File: config.mk
export PLATFORM = sky130hd
export DESIGN_NAME = serial_rtc_nvram_counter_interface
export DESIGN_NICKNAME = d
export VERILOG_FILES = /design/src/hw/rtl/srtc_pkg.sv /design/src/hw/rtl/srtc_nvram.sv /design/src/hw/rtl/srtc_core.sv /design/src/hw/rtl/serial_rtc_nvram_counter_interface.sv
export SDC_FILE = /design/constraint.sdc
export NUM_CORES = 1
export LEC_CHECK = 0
export BUFFER_PORTS_ARGS = -buffer_cell sky130_fd_sc_hd__buf_2
export CORE_UTILIZATION = 55
export CTS_CLUSTER_DIAMETER = 50
export DETAILED_ROUTE_END_ITERATION = 6
export GPL_TIMING_DRIVEN = 0
export HOLD_SLACK_MARGIN = 0.1
export PLACE_DENSITY = 0.7
export SYNTH_ARGS = -nofsm -noshare
export SYNTH_HDL_FRONTEND = slang
export SYNTH_SLANG_ARGS = --single-unit
export TNS_END_PERCENT = 20
File: constraint.sdc
create_clock -name clock -period 5.2 [get_ports clock]
set_input_delay 1.04 -clock clock [delete_from_list [all_inputs] [get_ports clock]]
set_output_delay 1.04 -clock clock [all_outputs]
set_load 0.02 [all_outputs]
File: src/hw/rtl/srtc_pkg.sv
// shared constants and types for the serial rtc / nvram interface
// no dependencies; imported by srtc_nvram, srtc_core and the top level
package srtc_pkg;

   localparam int BANK_BYTES = 32;
   localparam int MEM_DEPTH  = 2 * BANK_BYTES;
   localparam int MEM_AW     = $clog2(MEM_DEPTH);
   localparam int BANK_AW    = $clog2(BANK_BYTES);

   // transfer bit counter: 1..8 address, 9..16 data
   localparam logic [4:0] PHASE_ADDR_END = 5'd8;
   localparam logic [4:0] PHASE_DATA_GO  = 5'd9;
   localparam logic [4:0] PHASE_DATA_END = 5'd16;

   // clock register addresses, bit 7 stripped
   localparam logic [6:0] CLK_TIME3   = 7'h20;
   localparam logic [6:0] CLK_TIME2   = 7'h21;
   localparam logic [6:0] CLK_TIME1   = 7'h22;
   localparam logic [6:0] CLK_TIME0   = 7'h23;
   localparam logic [6:0] CLK_STATUS  = 7'h30;
   localparam logic [6:0] CLK_CONTROL = 7'h31;

   localparam logic [7:0] STATUS_READ_SET = 8'h80;
   localparam logic [7:0] STATUS_PWR_DOWN = 8'h09;
   localparam logic [7:0] CONTROL_MASK    = 8'h0D;

   typedef enum logic [1:0] {
      MODE_BIT   = 2'd0,
      MODE_RESET = 2'd1,
      MODE_POWER = 2'd2
   } mode_type;

   typedef struct packed {
      logic              we;
      logic [MEM_AW-1:0] waddr;
      logic [7:0]        wdata;
      logic              re;
      logic [MEM_AW-1:0] raddr;
   } mem_req_type;

   typedef struct packed {
      logic halt_request;
      logic data_out;
   } result_type;

endpackage

File: src/hw/rtl/srtc_nvram.sv
// 64-byte nvram array with per-entry valid bits and registered read data
// depends on srtc_pkg
module srtc_nvram (
   input  logic                 clock,
   input  logic                 reset,
   input  srtc_pkg::mem_req_type mem_req,
   output logic [7:0]           rd_data
);
   import srtc_pkg::*;

   logic [7:0]           nv_mem_ff [MEM_DEPTH];
   logic [MEM_DEPTH-1:0] vld_ff;
   logic [7:0]           rd_data_ff;
   logic                 rd_vld_ff;

   always_ff @(posedge clock) begin
      if (mem_req.we) begin
         nv_mem_ff[mem_req.waddr] <= mem_req.wdata;
      end
      if (mem_req.re) begin
         rd_data_ff <= nv_mem_ff[mem_req.raddr];
      end
   end

   always_ff @(posedge clock) begin
      if (reset) begin
         vld_ff    <= '0;
         rd_vld_ff <= 1'b0;
      end else begin
         if (mem_req.we) begin
            vld_ff[mem_req.waddr] <= 1'b1;
         end
         if (mem_req.re) begin
            rd_vld_ff <= vld_ff[mem_req.raddr];
         end
      end
   end

   // never-written entries read as zero
   assign rd_data = rd_vld_ff ? rd_data_ff : 8'h00;

endmodule

File: src/hw/rtl/srtc_core.sv
// transfer state: bit counter, address and data shifters, status and control
// depends on srtc_pkg; drives the nvram port of srtc_nvram
module srtc_core (
   input  logic                 clock,
   input  logic                 reset,
   input  logic                 acc,
   input  srtc_pkg::mode_type   mode,
   input  logic                 data_bit,
   input  logic [31:0]          time_now,
   input  logic [7:0]           mem_rdata,
   output srtc_pkg::mem_req_type mem_req,
   output srtc_pkg::result_type result
);
   import srtc_pkg::*;

   logic [4:0] phase_ff, phase_in;
   logic [7:0] addr_ff, addr_in;
   logic [7:0] dshift_ff, dshift_in;
   logic [7:0] status_ff, status_in;
   logic [7:0] control_ff, control_in;

   logic [4:0] phase_nx;
   logic [4:0] phase_dat;
   logic       wr;
   logic [7:0] rd_byte;
   logic [7:0] byte_cur;
   logic [7:0] byte_nx;
   logic [2:0] bit_sel;

   function automatic logic [MEM_AW-1:0] mem_index(input logic [7:0] a);
      return {a[6], a[BANK_AW-1:0]};
   endfunction

   function automatic logic [7:0] clock_read(input logic [7:0] a, input logic [31:0] t,
                                             input logic [7:0] st, input logic [7:0] ct);
      logic [7:0] v;
      case (a[6:0])
         CLK_TIME3:   v = t[31:24];
         CLK_TIME2:   v = t[23:16];
         CLK_TIME1:   v = t[15:8];
         CLK_TIME0:   v = t[7:0];
         CLK_STATUS:  v = st | STATUS_READ_SET;
         CLK_CONTROL: v = ct & ~CONTROL_MASK;
         default:     v = 8'h00;
      endcase
      return v;
   endfunction

   always_comb begin
      phase_in   = phase_ff;
      addr_in    = addr_ff;
      dshift_in  = dshift_ff;
      status_in  = status_ff;
      control_in = control_ff;
      result     = '0;
      mem_req.we    = 1'b0;
      mem_req.waddr = mem_index(addr_ff);
      mem_req.wdata = 8'h00;
      wr        = addr_ff[7];
      phase_nx  = phase_ff + 5'd1;
      phase_dat = (phase_nx > PHASE_DATA_END) ? PHASE_DATA_END : phase_nx;
      rd_byte   = addr_ff[5] ? clock_read(addr_ff, time_now, status_ff, control_ff)
                             : mem_rdata;
      byte_cur  = (phase_dat == PHASE_DATA_GO && !wr) ? rd_byte : dshift_ff;
      byte_nx   = wr ? {byte_cur[6:0], data_bit} : byte_cur;
      bit_sel   = 3'(PHASE_DATA_END - phase_dat);
      if (acc) begin
         case (mode)
            MODE_RESET: begin
               phase_in  = '0;
               addr_in   = '0;
               dshift_in = '0;
            end
            MODE_POWER: begin
               status_in = status_ff | STATUS_PWR_DOWN;
            end
            MODE_BIT: begin
               result.data_out = data_bit;
               if (phase_nx <= PHASE_ADDR_END) begin
                  addr_in  = {addr_ff[6:0], data_bit};
                  phase_in = phase_nx;
               end else begin
                  if (!wr) begin
                     result.data_out = byte_cur[bit_sel];
                  end
                  dshift_in = byte_nx;
                  phase_in  = phase_dat;
                  if (phase_dat == PHASE_DATA_END) begin
                     if (wr && addr_ff[5]) begin
                        if (addr_ff[6:0] == CLK_CONTROL) begin
                           control_in = byte_nx;
                           status_in  = status_ff & ~{3'b000, byte_nx[2], 2'b00,
                                                      byte_nx[3], byte_nx[0]};
                           result.halt_request = byte_nx[6];
                        end
                     end else if (wr) begin
                        mem_req.we    = 1'b1;
                        mem_req.wdata = byte_nx;
                     end
                     // wrap within each half of the address space
                     addr_in  = {addr_ff[7], addr_ff[6:0] + 7'd1};
                     phase_in = PHASE_ADDR_END;
                  end
               end
            end
            default: ;
         endcase
      end
      // prefetch the byte at the next address so it is ready at data start
      mem_req.re    = acc;
      mem_req.raddr = mem_index(addr_in);
   end

   always_ff @(posedge clock) begin
      if (reset) begin
         phase_ff   <= '0;
         addr_ff    <= '0;
         dshift_ff  <= '0;
         status_ff  <= '0;
         control_ff <= '0;
      end else begin
         phase_ff   <= phase_in;
         addr_ff    <= addr_in;
         dshift_ff  <= dshift_in;
         status_ff  <= status_in;
         control_ff <= control_in;
      end
   end

endmodule

File: src/hw/rtl/serial_rtc_nvram_counter_interface.sv
// top level of the serial rtc / nvram interface: handshakes and result register
// depends on srtc_pkg, srtc_nvram and srtc_core
//
//   channel   ports                       carries
//   request   req_tvalid/tready/tdata/tuser  serial bit, time, mode
//   response  rsp_tvalid/tready/tdata     echoed or read bit, halt request
//
// one request per cycle while no stalled response holds; its response is valid in the cycle after acceptance.
// nvram reads are prefetched from the next address at every accepted request.
// reset clears the transfer state and the nvram valid bits.
// a stalled response holds in its register; a request is still taken if the
// response is being taken in the same cycle.
module serial_rtc_nvram_counter_interface (
   input  logic        clock,
   input  logic        reset,
   input  logic        req_tvalid,
   output logic        req_tready,
   input  logic [39:0] req_tdata,   // data_bit [0], time_now [32:1], zero fill
   input  logic [1:0]  req_tuser,   // mode [1:0]
   output logic        rsp_tvalid,
   input  logic        rsp_tready,
   output logic [7:0]  rsp_tdata    // data_out [0], halt_request [1], zero fill
);
   import srtc_pkg::*;

   logic        in_acc;
   mem_req_type mem_req;
   logic [7:0]  mem_rdata;
   result_type  result;
   logic        rsp_valid_ff, rsp_valid_in;
   result_type  rsp_data_ff;

   assign req_tready = !reset && (!rsp_valid_ff || rsp_tready);
   assign in_acc     = req_tvalid && req_tready;

   srtc_nvram u_nvram (
      .clock   (clock),
      .reset   (reset),
      .mem_req (mem_req),
      .rd_data (mem_rdata)
   );

   srtc_core u_core (
      .clock     (clock),
      .reset     (reset),
      .acc       (in_acc),
      .mode      (mode_type'(req_tuser)),
      .data_bit  (req_tdata[0]),
      .time_now  (req_tdata[32:1]),
      .mem_rdata (mem_rdata),
      .mem_req   (mem_req),
      .result    (result)
   );

   assign rsp_valid_in = in_acc || (rsp_valid_ff && !rsp_tready);

   always_ff @(posedge clock) begin
      if (reset) begin
         rsp_valid_ff <= 1'b0;
      end else begin
         rsp_valid_ff <= rsp_valid_in;
      end
   end

   always_ff @(posedge clock) begin
      if (in_acc) begin
         rsp_data_ff <= result;
      end
   end

   assign rsp_tvalid = rsp_valid_ff;
   assign rsp_tdata  = {6'b000000, rsp_data_ff};

`ifndef SYNTHESIS
   // a reset, power-down or unused-mode request returns an all-zero response
   assert property (@(posedge clock) disable iff (reset)
      in_acc && req_tuser != MODE_BIT |=> rsp_tdata[1:0] == 2'b00)
      else $error("non-bit request gave a nonzero response");

   assert property (@(posedge clock) disable iff (reset)
      in_acc |=> rsp_tvalid)
      else $error("accepted request has no response");

   assert property (@(posedge clock) disable iff (reset)
      mem_req.we |-> in_acc && req_tuser == MODE_BIT)
      else $error("nvram written without an accepted bit request");

   assert property (@(posedge clock)
      reset |=> !rsp_tvalid)
      else $error("response valid right after reset");
`endif

endmodule

==> results of run 1 <==
## cells by family (layout without fill, tap and decap cells)
| group | count (synthesis) | count (layout) |
|---|---|---|
| adder cells (fa/ha/maj) | 7 | 7 |
| AO/OA/AOI/OAI | 423 | 423 |
| multiplexers | 170 | 170 |
| flip-flops | 618 | 618 |
| XOR/XNOR | 3 | 3 |
| other | 1 | 6 |
| AND/OR/NAND/NOR | 578 | 578 |
| buffers and inverters | 151 | 316 |
## state kept, by name, indices dropped and copies added, names as in the netlist
| signal | flops |
|---|---|
| u_core.dshift_ff | 8 |
| u_core.addr_ff | 8 |
| rsp_tdata | 2 |
| rsp_tvalid | 1 |
| u_nvram.rd_data_ff | 8 |
| u_core.status_ff | 4 |
| u_nvram.vld_ff | 64 |
| u_nvram.rd_vld_ff | 1 |
| u_nvram.nv_mem_ff | 512 |
| u_core.control_ff | 5 |
| u_core.phase_ff | 5 |
## layer usage
metal	vias up	global-route usage (%)	routed length, um
li1	7669	-	-
met1	8614	43.8	31000
met2	894	47.2	33500
met3	159	6.13	6420
met4	0	10.3	2290
met5	-	0	0
## worst max-delay path by stage
stage,to,slack [ns],cells past startpoint
after global placement,u_nvram.nv_mem_ff[34][3]$_DFFE_PP_,-0.66,10
after global routing,u_nvram.rd_data_ff[1]$_DFFE_PP_,-0.12,18
after detailed placement,u_nvram.rd_data_ff[7]$_DFFE_PP_,-0.31,17
after CTS,u_nvram.rd_data_ff[4]$_DFFE_PP_,0.0001,17
final,u_nvram.rd_data_ff[2]$_DFFE_PP_,0.14,16
after floorplan,u_nvram.rd_data_ff[4]$_DFFE_PP_,1.08,18
## layout by cell type (no fill, tap or decap), drive strengths merged, types with 24 or more instances in the layout
cell and instances:
edfxtp 522, nand2 281, mux2i 150, clkbuf 150, buf 128, nor2 107
a211oi 99, dfxtp 96, and2 91, o21a 65, a21oi 60, a311oi 49
a31oi 37, nand3 28, o21ai 24
## cell type report
cell class	count	area (sq um)
flip-flops and latches	618	17600
fillers	3530	17300
multi-input cells	1187	7800
clock buffers	91	1800
plain buffers	142	817
well taps	607	759
repair buffers	45	307
clock inverters	29	243
inverters	9	33.8
## report_power, final
part           internal (mW)  leakage, nW  total [mW]  switching [mW]
Combinational         0.0864         4.02       0.250           0.164
Sequential              5.30         4.42        5.30         0.00312
Clock                   2.58        0.998        4.49            1.91
Total                   7.97         9.44        10.0            2.07
## through the flow
stage          setup slack [ns]  TNS [ns]
6_report                  0.135         0
5_1_grt                  -0.125    -0.202
4_1_cts                0.000115         0
3_5_place_dp             -0.309     -1.90
3_3_place_gp             -0.663   -193.11
2_1_floorplan              1.08         0
## timing repair
action,CTS,global route
gates resized for setup,15,44
endpoints found under the setup margin,9,9
hold buffers,0,0
cloned,0,0
pin swaps,0,1
setup buffers,0,0
==> out/metrics.cfg, run 1 <==
[status]
run_status = finished with violations
violations = design-rule violations

[finish]
proportion_of_layout_cells_with_a_drive_suffix_above_1_pct = 14.0
finalCoreUtilization_pct = 62.9
nets = 2123
design_area_sq_mm = 0.0294
diode_count = 0
final_cell_count_no_fill = 2728
syn2layout_area_growth_pct = 12.7

[sta]
post-route-period-util_pct = 97.4
fmaxAchievable_ghz = 0.197
tightest_slew_ns = 1.19
max-slew-margin-rel_pct = 20.7
finalMaxSlewViolations = 0
final.min_clock_period_ns = 5.06
whs_ns = 0.461
setup-violations-final = 0
fin_skew_ns = 0.0211
hold_viol = 0

[synth]
yosysWarningCount = 0
yosys_cell_types = 65
synth-adder-area-share_pct = 0.336
number_of_enable_flip_flop_cells_after_synthesis = 522
synth_top_cell_area_share_pct = 60.2
postSynthRegisterBits = 618
synthCells = 1951
synthDominantAreaCellType = edfxtp_1
synth.area.top_cells = edfxtp_1 60%, dfxtp_1 7.4%, mux2i_1 5.8%
synthSimpleGateAreaFrac_pct = 10.1
synth_seq_area_share_pct = 67.6
yosys.cell_count.top_type = edfxtp_1
synth-compound-area-share_pct = 12.0
synth_commonest_cells = 522 x edfxtp_1, 281 x nand2_1, 150 x mux2i_1
mappedNetlistArea_sq_mm = 0.0260
async_reset_ff_share_pct = 0
synthesis.area_per_instance_sq_um = 13.3
synth_top_family_by_area = compound AO/OA/AOI/OAI gates
yosys-mux-area-fraction_pct = 6.76
synth_ff_type = edfxtp_1
yosys.area_share.xor_xnor_pct = 0.101

[detailed_routing]
detail_route.drc_violations = 8
wire_per_inst_um = 26.8
postRouteWirelength_um = 73200
drt_pre_antenna_iters = 7
initialDrtViolationCount = 2295
num_vias = 17300
postRouteAntennaNets = 0
drt-vias-per-instance = 6.35

[critical_path]
slack_of_the_worst_reg_to_reg_path_ns = 0.14
crit_family = buffers and inverters
timing.critical_path.arrival_ns = 5.49
end_kind = flop
critical_path_class = reg -> reg
reg2reg_depth = 16
cp_data_required_time_ns = 5.63
slowest_delay_ns = 0.50
cp_num_buf_inv = 5
worstReg2RegEnd = u_nvram.rd_data_ff[2]$_DFFE_PP_
worst_setup_path_startpoint = u_core.phase_ff[1]$_SDFFE_PP0P_
timing.critical_path.cells = ha_2, clkbuf_2, nand2_1, o211ai_1, ha_1, and3_1, buf_6, and2_1, a22oi_1, o2bb2ai_1, buf_4, buf_2, clkbuf_1, a311oi_1, o32ai_1, a221o_1
timing.critical_path.slowest_stage_cell = clkbuf_1
reg2reg_from = u_core.phase_ff[1]$_SDFFE_PP0P_
critical_path.max_fanout = 10
startpoint_type = flop

[worst_hold_path]
hold_path_startpoint = u_core.status_ff[1]$_SDFFE_PP0P_
worst_hold_path_type = reg -> reg
timing.hold.worst_path_depth = 1
hold-path-endpoint = u_core.status_ff[1]$_SDFFE_PP0P_

[pwr]
power_leakage_nw = 9.44
power-per-cell-area_mw_per_mm2 = 342
total_power_mw = 10.0
vdd_ir_drop_max_mv = 0.314

[place]
place_inst = 2608
place.port_buffers = 39
post-dp-hpwl_um = 50000
place_area_sq_mm = 0.0271
place.gp.congestion = 0.960

[grt]
grt_pass1_vias = 16300
grt_overflow_total = 0
wire_length_of_the_first_global_routing_pass_um = 106000
grt_usage_pct = 30.7
number_of_antenna_violations_at_the_first_check_in_global_routing = 0
grt_max_degree = 65

[die]
die_width_um = 220
start_util_pct = 55.8
fp-row-count = 79
ios = 56
die-height_um = 220
fp.coreArea_sq_mm = 0.0467
die_area_sq_mm = 0.0482

[clock_tree]
cts_num_sinks = 618
path_clk_slew_ns = 0.06
clock_insertion_delay_worst_skew_ns = 0.60
cts_tree = built
root_buffer = clkbuf_16
clock_path_buffers = 3
cts-htree-levels = 3
cts_made_buffers = 67

[flow_run]
maxCapViolations = 0

No activity file was read; power rests on OpenSTA's default activity.
==> run 2: changes to the inputs <==
- clock period: 5.2 -> 5.1 ns (I/O delays scaled with it)
==> run 2 against run 1 <==
Effect of this change: via count is the same; global-route usage is essentially flat; combinational power rose by 2%; setup slack lost 0.0028 ns; sequential share of layout area about the same; worst hold slack got worse by 0.0033 ns; sequential cell count stayed put; sequential power grew 2%; the run still ends with design-rule violations left; first-iteration DRC count up 1.7%; maximum frequency increased by 2.0%.
==> out/metrics.cfg, run 2 (same netlist as run 1, synthesis figures left out) <==
[finish]
proportion_of_layout_cells_with_a_drive_suffix_above_1_pct = 14.3
syn2layout_area_growth_pct = 12.8
register_with_the_most_flip_flops = u_nvram.nv_mem_ff
nets = 2123
ff_latch_area_sq_mm = 0.0176
multi_input_gate_area_sq_mm = 0.00782
finalCoreUtilization_pct = 63.0
layout.cells.most_common = edfxtp_1
reg_top3 = u_nvram.nv_mem_ff (512), u_nvram.vld_ff (64)
filler_cell_count = 3522
diode_count = 0
largest_register_ff_count = 512
most-common-layout-cells = 522 x edfxtp_1, 281 x nand2_1, 150 x mux2i_1

[grt]
number_of_antenna_violations_at_the_first_check_in_global_routing = 2
wire_length_of_the_first_global_routing_pass_um = 106000
grt_pass1_vias = 16300
grt_use_met2_pct = 47.2
use_met1_pct = 43.6
globalRoute.busiestLayer = met2
grt_usage_pct = 30.7
met3_track_demand_over_resource_in_global_routing_pct = 6.21
grt_overflow_total = 0
grt_max_degree = 65

[pwr]
power-per-cell-area_mw_per_mm2 = 349
total_power_mw = 10.3
power_leakage_nw = 9.46
vdd_ir_drop_max_mv = 0.321

[detailed_routing]
wire_per_inst_um = 26.9
detail_route.drc_violations = 22
postRouteAntennaNets = 0
drt-vias-per-instance = 6.35
postRouteWirelength_um = 73300
drt_pre_antenna_iters = 7
initialDrtViolationCount = 2333
num_vias = 17300

[worst_hold_path]
timing.hold.worst_path_depth = 1
hold-path-endpoint = u_core.status_ff[1]$_SDFFE_PP0P_
hold_path_startpoint = u_core.status_ff[1]$_SDFFE_PP0P_
worst_hold_path_type = reg -> reg

[clock_tree]
cts-htree-levels = 3
cts_tree = built
root_buffer = clkbuf_16
clock_insertion_delay_worst_skew_ns = 0.60
cts_num_sinks = 618
path_clk_slew_ns = 0.06
ctsHoldBuffers = 0
cts_made_buffers = 67
clock_path_buffers = 3

[place]
place.gp.congestion = 0.960
place_worst_setup_slack_ns = -0.409
place.port_buffers = 39
post-dp-hpwl_um = 50000

[sta]
max-slew-margin-rel_pct = 18.5
tightest_slew_ns = 1.22
whs_ns = 0.458
setup-violations-final = 0
hold_viol = 0
post-route-period-util_pct = 97.4
final.min_clock_period_ns = 4.97
rsz0062_at_grt = false
fmaxAchievable_ghz = 0.201
setup_total_negative_slack_ns = 0
layout_setup_ws_ns = 0.132
finalMaxSlewViolations = 0
fin_skew_ns = 0.0212

[critical_path]
reg2reg_from = u_core.phase_ff[4]$_SDFFE_PP0P_
worstReg2RegEnd = u_nvram.rd_data_ff[2]$_DFFE_PP_
cp_data_required_time_ns = 5.42
slack_of_the_worst_reg_to_reg_path_ns = 0.13
timing.critical_path.slowest_stage_cell = buf_2
slowest_delay_ns = 0.44
critical_path_class = reg -> reg
timing.critical_path.cells = buf_6, clkbuf_1, nor2b_1, nand2_1, o211ai_1, ha_1, and3_1, buf_6, and2_1, a22oi_1, o2bb2ai_1, buf_4, buf_2, clkbuf_2, a311oi_1, a21oi_1, a21oi_1, a221o_1
startpoint_type = flop
reg2reg_depth = 18
critical_path.max_fanout = 10
end_kind = flop
timing.critical_path.arrival_ns = 5.29

[die]
die_area_sq_mm = 0.0482
ios = 56
start_util_pct = 55.8
fp-row-count = 79
fp.coreArea_sq_mm = 0.0467
die-height_um = 220
die_width_um = 220

[status]
run_status = finished with violations
violations = design-rule violations

[flow_run]
maxCapViolations = 0

[run 2: cell types whose count changed in the layout (fill, tap and decap cells not counted), moves of 2 or more]
cell      before  now
a211oi_1      83   80
a211oi_2      16   19
clkbuf_1      61   58
clkbuf_4       6    3
buf_4         24   26
clkbuf_2      13   15
[run 2: how the worst max path moves through the flow]
stage | from | end | slack [ns] | cells past startpoint
6_report | u_core.phase_ff[4]$_SDFFE_PP0P_ | u_nvram.rd_data_ff[2]$_DFFE_PP_ | 0.13 | 18
5_1_grt | u_core.phase_ff[0]$_SDFFE_PP0P_ | u_nvram.rd_data_ff[3]$_DFFE_PP_ | 0.05 | 19
4_1_cts | u_core.phase_ff[0]$_SDFFE_PP0P_ | u_nvram.rd_data_ff[5]$_DFFE_PP_ | 0.008 | 18
3_5_place_dp | u_core.phase_ff[0]$_SDFFE_PP0P_ | u_nvram.rd_data_ff[7]$_DFFE_PP_ | -0.41 | 17
3_3_place_gp | u_core.phase_ff[0]$_SDFFE_PP0P_ | u_nvram.nv_mem_ff[34][3]$_DFFE_PP_ | -0.76 | 10
2_1_floorplan | u_core.phase_ff[0]$_SDFFE_PP0P_ | u_nvram.rd_data_ff[4]$_DFFE_PP_ | 0.98 | 18
[run 2: per-stage QoR]
step                      area (sq um)  instances
final                            29400       2728
after floorplan                  26100       1956
after global routing             29400       2728
after global placement           27000       2602
after CTS                        29300       2728
after detailed placement         27100       2608
[run 2: per-layer routing]
metal / share of wire, % / vias to the layer above
li1: - / 7686
met3: 9.1 / 167
met2: 46 / 873
met4: 3.3 / 2
met5: 0.016 / -
met1: 42 / 8608
[run 2: worst max-delay path, delay by kind of cell (launching register included)]
family	cells	cell delay [ns]
DFF	1	0.31
adders and majority gates	1	0.35
and+or+nand+nor	4	0.73
AOI/OAI and AO/OA	7	1.59
buffers and inverters	6	1.68
[run 2: final cells by class]
class                      count  share of cell area, %
buffer                       142                   2.78
clock buffer                  91                   6.12
clock inverter                29                  0.826
inverter                       9                  0.115
multi-input combinational   1187                   26.6
sequential                   618                   59.9
tap                          607                   2.59
timing repair buffer          45                   1.04
[run 2: timing repair]
action                     in CTS  in global routing
buffers inserted                0                  0
setup endpoints to repair       9                  9
pin swaps                       0                  1
gates resized for setup        32                 28
[run 2: power by group]
group	internal, mW	switching (mW)	leakage [nW]
registers	5.40	0.00329	4.42
clock network	2.63	1.96	0.998
logic	0.0882	0.167	4.03
total	8.12	2.13	9.46
==> run 3: changes to the inputs <==
- CORE_ASPECT_RATIO: unset -> 1.2
- CORE_UTILIZATION: 55 -> 40
- PLACE_DENSITY: 0.7 -> 0.54
==> run 3 against run 2 <==
Effect of this change: the flow now finishes without violations; sequential cell count did not move; sequential power barely moved; critical path depth did not move; total power rose by 2.0%; first-iteration DRC count fell by 31%; clock-buffer cell count rose by 4; worst hold slack improved by 0.0036 ns.
==> out/metrics.cfg, run 3 (same netlist as run 1, synthesis figures left out) <==
[grt]
grt_usage_pct = 24.0
globalRoute.busiestLayer = met2
grt_max_degree = 65
grt_pass1_vias = 17100
number_of_antenna_violations_at_the_first_check_in_global_routing = 3
wire_length_of_the_first_global_routing_pass_um = 115000
grt_overflow_total = 0
grt_use_met2_pct = 41.4
met3_track_demand_over_resource_in_global_routing_pct = 3.26
use_met1_pct = 30.5

[critical_path]
slack_of_the_worst_reg_to_reg_path_ns = 0.18
timing.critical_path.slowest_stage_cell = or4_1
cp_num_buf_inv = 4
reg2reg_from = u_core.phase_ff[1]$_SDFFE_PP0P_
timing.critical_path.arrival_ns = 5.23
critical_path.max_fanout = 10
worstReg2RegEnd = u_nvram.rd_data_ff[4]$_DFFE_PP_
startpoint_type = flop
end_kind = flop
cp_data_required_time_ns = 5.41
timing.critical_path.cells = ha_4, clkbuf_4, nand2_1, o21ai_0, o211ai_1, ha_2, and3_1, buf_6, or4_1, and4_1, buf_6, clkbuf_2, and2_0, a211oi_1, a311oi_1, a211oi_2, a21oi_1, a221o_1
reg2reg_depth = 18
critical_path.most_common_cell = buf_6
slowest_delay_ns = 0.55
crit_family = compound AO/OA/AOI/OAI gates
critical_path_class = reg -> reg

[pwr]
vdd_ir_drop_max_mv = 0.241
power.share.sequential_pct = 51.7
comb_power_share_pct = 2.5
clock_power_share_pct = 45.9
p_switching_mw = 2.23
internal-power_mw = 8.24
total_power_mw = 10.5
switching_share_pct = 21.3
power-per-cell-area_mw_per_mm2 = 351
power_leakage_nw = 9.51

[die]
start_util_pct = 40.4
fp.coreArea_sq_mm = 0.0644
die-height_um = 282
ios = 56
die_width_um = 235
fp-row-count = 102
die_area_sq_mm = 0.0661

[detailed_routing]
drt_pre_antenna_iters = 5
drt-vias-per-instance = 5.78
detail_route.drc_violations = 0
initialDrtViolationCount = 1621
wire_per_inst_um = 26.8
num_vias = 17100
postRouteAntennaNets = 0
postRouteWirelength_um = 79200

[worst_hold_path]
timing.hold.worst_path_depth = 1
worst_hold_path_type = reg -> reg
hold_path_startpoint = u_core.status_ff[1]$_SDFFE_PP0P_
hold-path-endpoint = u_core.status_ff[1]$_SDFFE_PP0P_

[clock_tree]
cts_made_buffers = 68
ctsHoldBuffers = 0
clock_insertion_delay_worst_skew_ns = 0.62
clock_path_buffers = 3
cts_tree = built
path_clk_slew_ns = 0.06
cts_num_sinks = 618
cts-htree-levels = 3
root_buffer = clkbuf_16

[place]
post-dp-hpwl_um = 54200
place.port_buffers = 39
place_area_sq_mm = 0.0274
place_worst_setup_slack_ns = -0.666
place.gp.congestion = 1.01

[sta]
max-slew-margin-rel_pct = 18.3
fmaxAchievable_ghz = 0.203
setup-violations-final = 0
post-route-period-util_pct = 96.4
finalMaxSlewViolations = 0
final.min_clock_period_ns = 4.92
rsz0062_at_grt = false
layout_setup_ws_ns = 0.185
tightest_slew_ns = 1.22
fin_skew_ns = 0.0250
hold_viol = 0
setup_total_negative_slack_ns = 0

[finish]
nets = 2124
largest_register_ff_count = 512
register_with_the_most_flip_flops = u_nvram.nv_mem_ff
proportion_of_layout_cells_with_a_drive_suffix_above_1_pct = 14.4
most-common-layout-cells = 522 x edfxtp_1, 281 x nand2_1, 150 x mux2i_1
layout.cells.most_common = edfxtp_1
design_area_sq_mm = 0.0298
reg_top3 = u_nvram.nv_mem_ff (512), u_nvram.vld_ff (64)
diode_count = 0
syn2layout_area_growth_pct = 14.3

[flow_run]
maxCapViolations = 0

[status]
run_status = complete, no violations

run 3: changes by cell type in the layout (fill, tap and decap cells not counted), moves of 2 or more:
cell and change:
clkinv_2 -7, buf_4 +6, inv_6 +5, o32ai_1 -4
o32ai_2 +4, a21oi_1 +3, a21oi_2 -3, clkbuf_16 +3
a211oi_1 +2, a211oi_2 -2, inv_8 +2
run 3: per-layer routing:
metal | part of all wire, % | wire length (um) | up-vias
met5 | 0.020 | 16 | -
met4 | 3.5 | 2760 | 2
met3 | 5.8 | 4610 | 151
met2 | 49 | 38700 | 639
met1 | 42 | 33000 | 8644
li1 | - | - | 7666
run 3: power by group through the flow:
stage / Clock, mW / Combinational, mW / Sequential (mW)
2_1_floorplan: 0 / 0.150 / 5.51
3_3_place_gp: 0 / 0.246 / 5.51
3_5_place_dp: 0 / 0.249 / 5.51
4_1_cts: 4.86 / 0.255 / 5.41
5_1_grt: 5.04 / 0.274 / 5.40
6_report: 4.80 / 0.257 / 5.41
run 3: worst max path at each step:
| stage | from | endpoint | slack [ns] | depth (start not counted) |
|---|---|---|---|---|
| finish | u_core.phase_ff[1]$_SDFFE_PP0P_ | u_nvram.rd_data_ff[4]$_DFFE_PP_ | 0.18 | 18 |
| global route | u_core.phase_ff[1]$_SDFFE_PP0P_ | u_nvram.rd_data_ff[4]$_DFFE_PP_ | 0.06 | 18 |
| CTS | u_core.phase_ff[0]$_SDFFE_PP0P_ | u_nvram.rd_data_ff[4]$_DFFE_PP_ | 0.07 | 18 |
| detailed placement | u_core.phase_ff[0]$_SDFFE_PP0P_ | u_nvram.rd_data_ff[4]$_DFFE_PP_ | -0.67 | 18 |
| global placement | reset | u_nvram.nv_mem_ff[34][4]$_DFFE_PP_ | -1.17 | 7 |
| floorplan | u_core.phase_ff[0]$_SDFFE_PP0P_ | u_nvram.rd_data_ff[4]$_DFFE_PP_ | 0.98 | 18 |
run 3: worst reg2reg max path, delay by kind of cell (launching register included):
kind            cells  cell delay (ns)
compound gates      7             1.74
fa+ha+maj           2             0.47
buf+inv             4             0.72
flops               1             0.46
simple gates        5             1.23
run 3: timing repair:
item,CTS,global route
pin swaps,1,0
endpoints found under the setup margin,9,9
buffers inserted,1,0
gates cloned,0,0
gates resized for setup,49,22
run 3: layout make-up:
cell class	count	area [sq um]
plain buffers	142	833
clock buffers	95	1870
clock inverters	30	278
fillers	5766	34700
inverters	9	33.8
multi-input cells	1187	7830
flip-flops and latches	618	17600
well taps	832	1040
repair buffers	45	294
run 3: through the flow:
stage	instances	hold WS, ns	utilization, %
floorplan	1956	0.428	-
global placement	2827	0.440	42.4
detailed placement	2832	0.451	42.5
CTS	2958	0.464	46.1
global route	2958	0.475	46.2
finish	2958	0.461	46.2
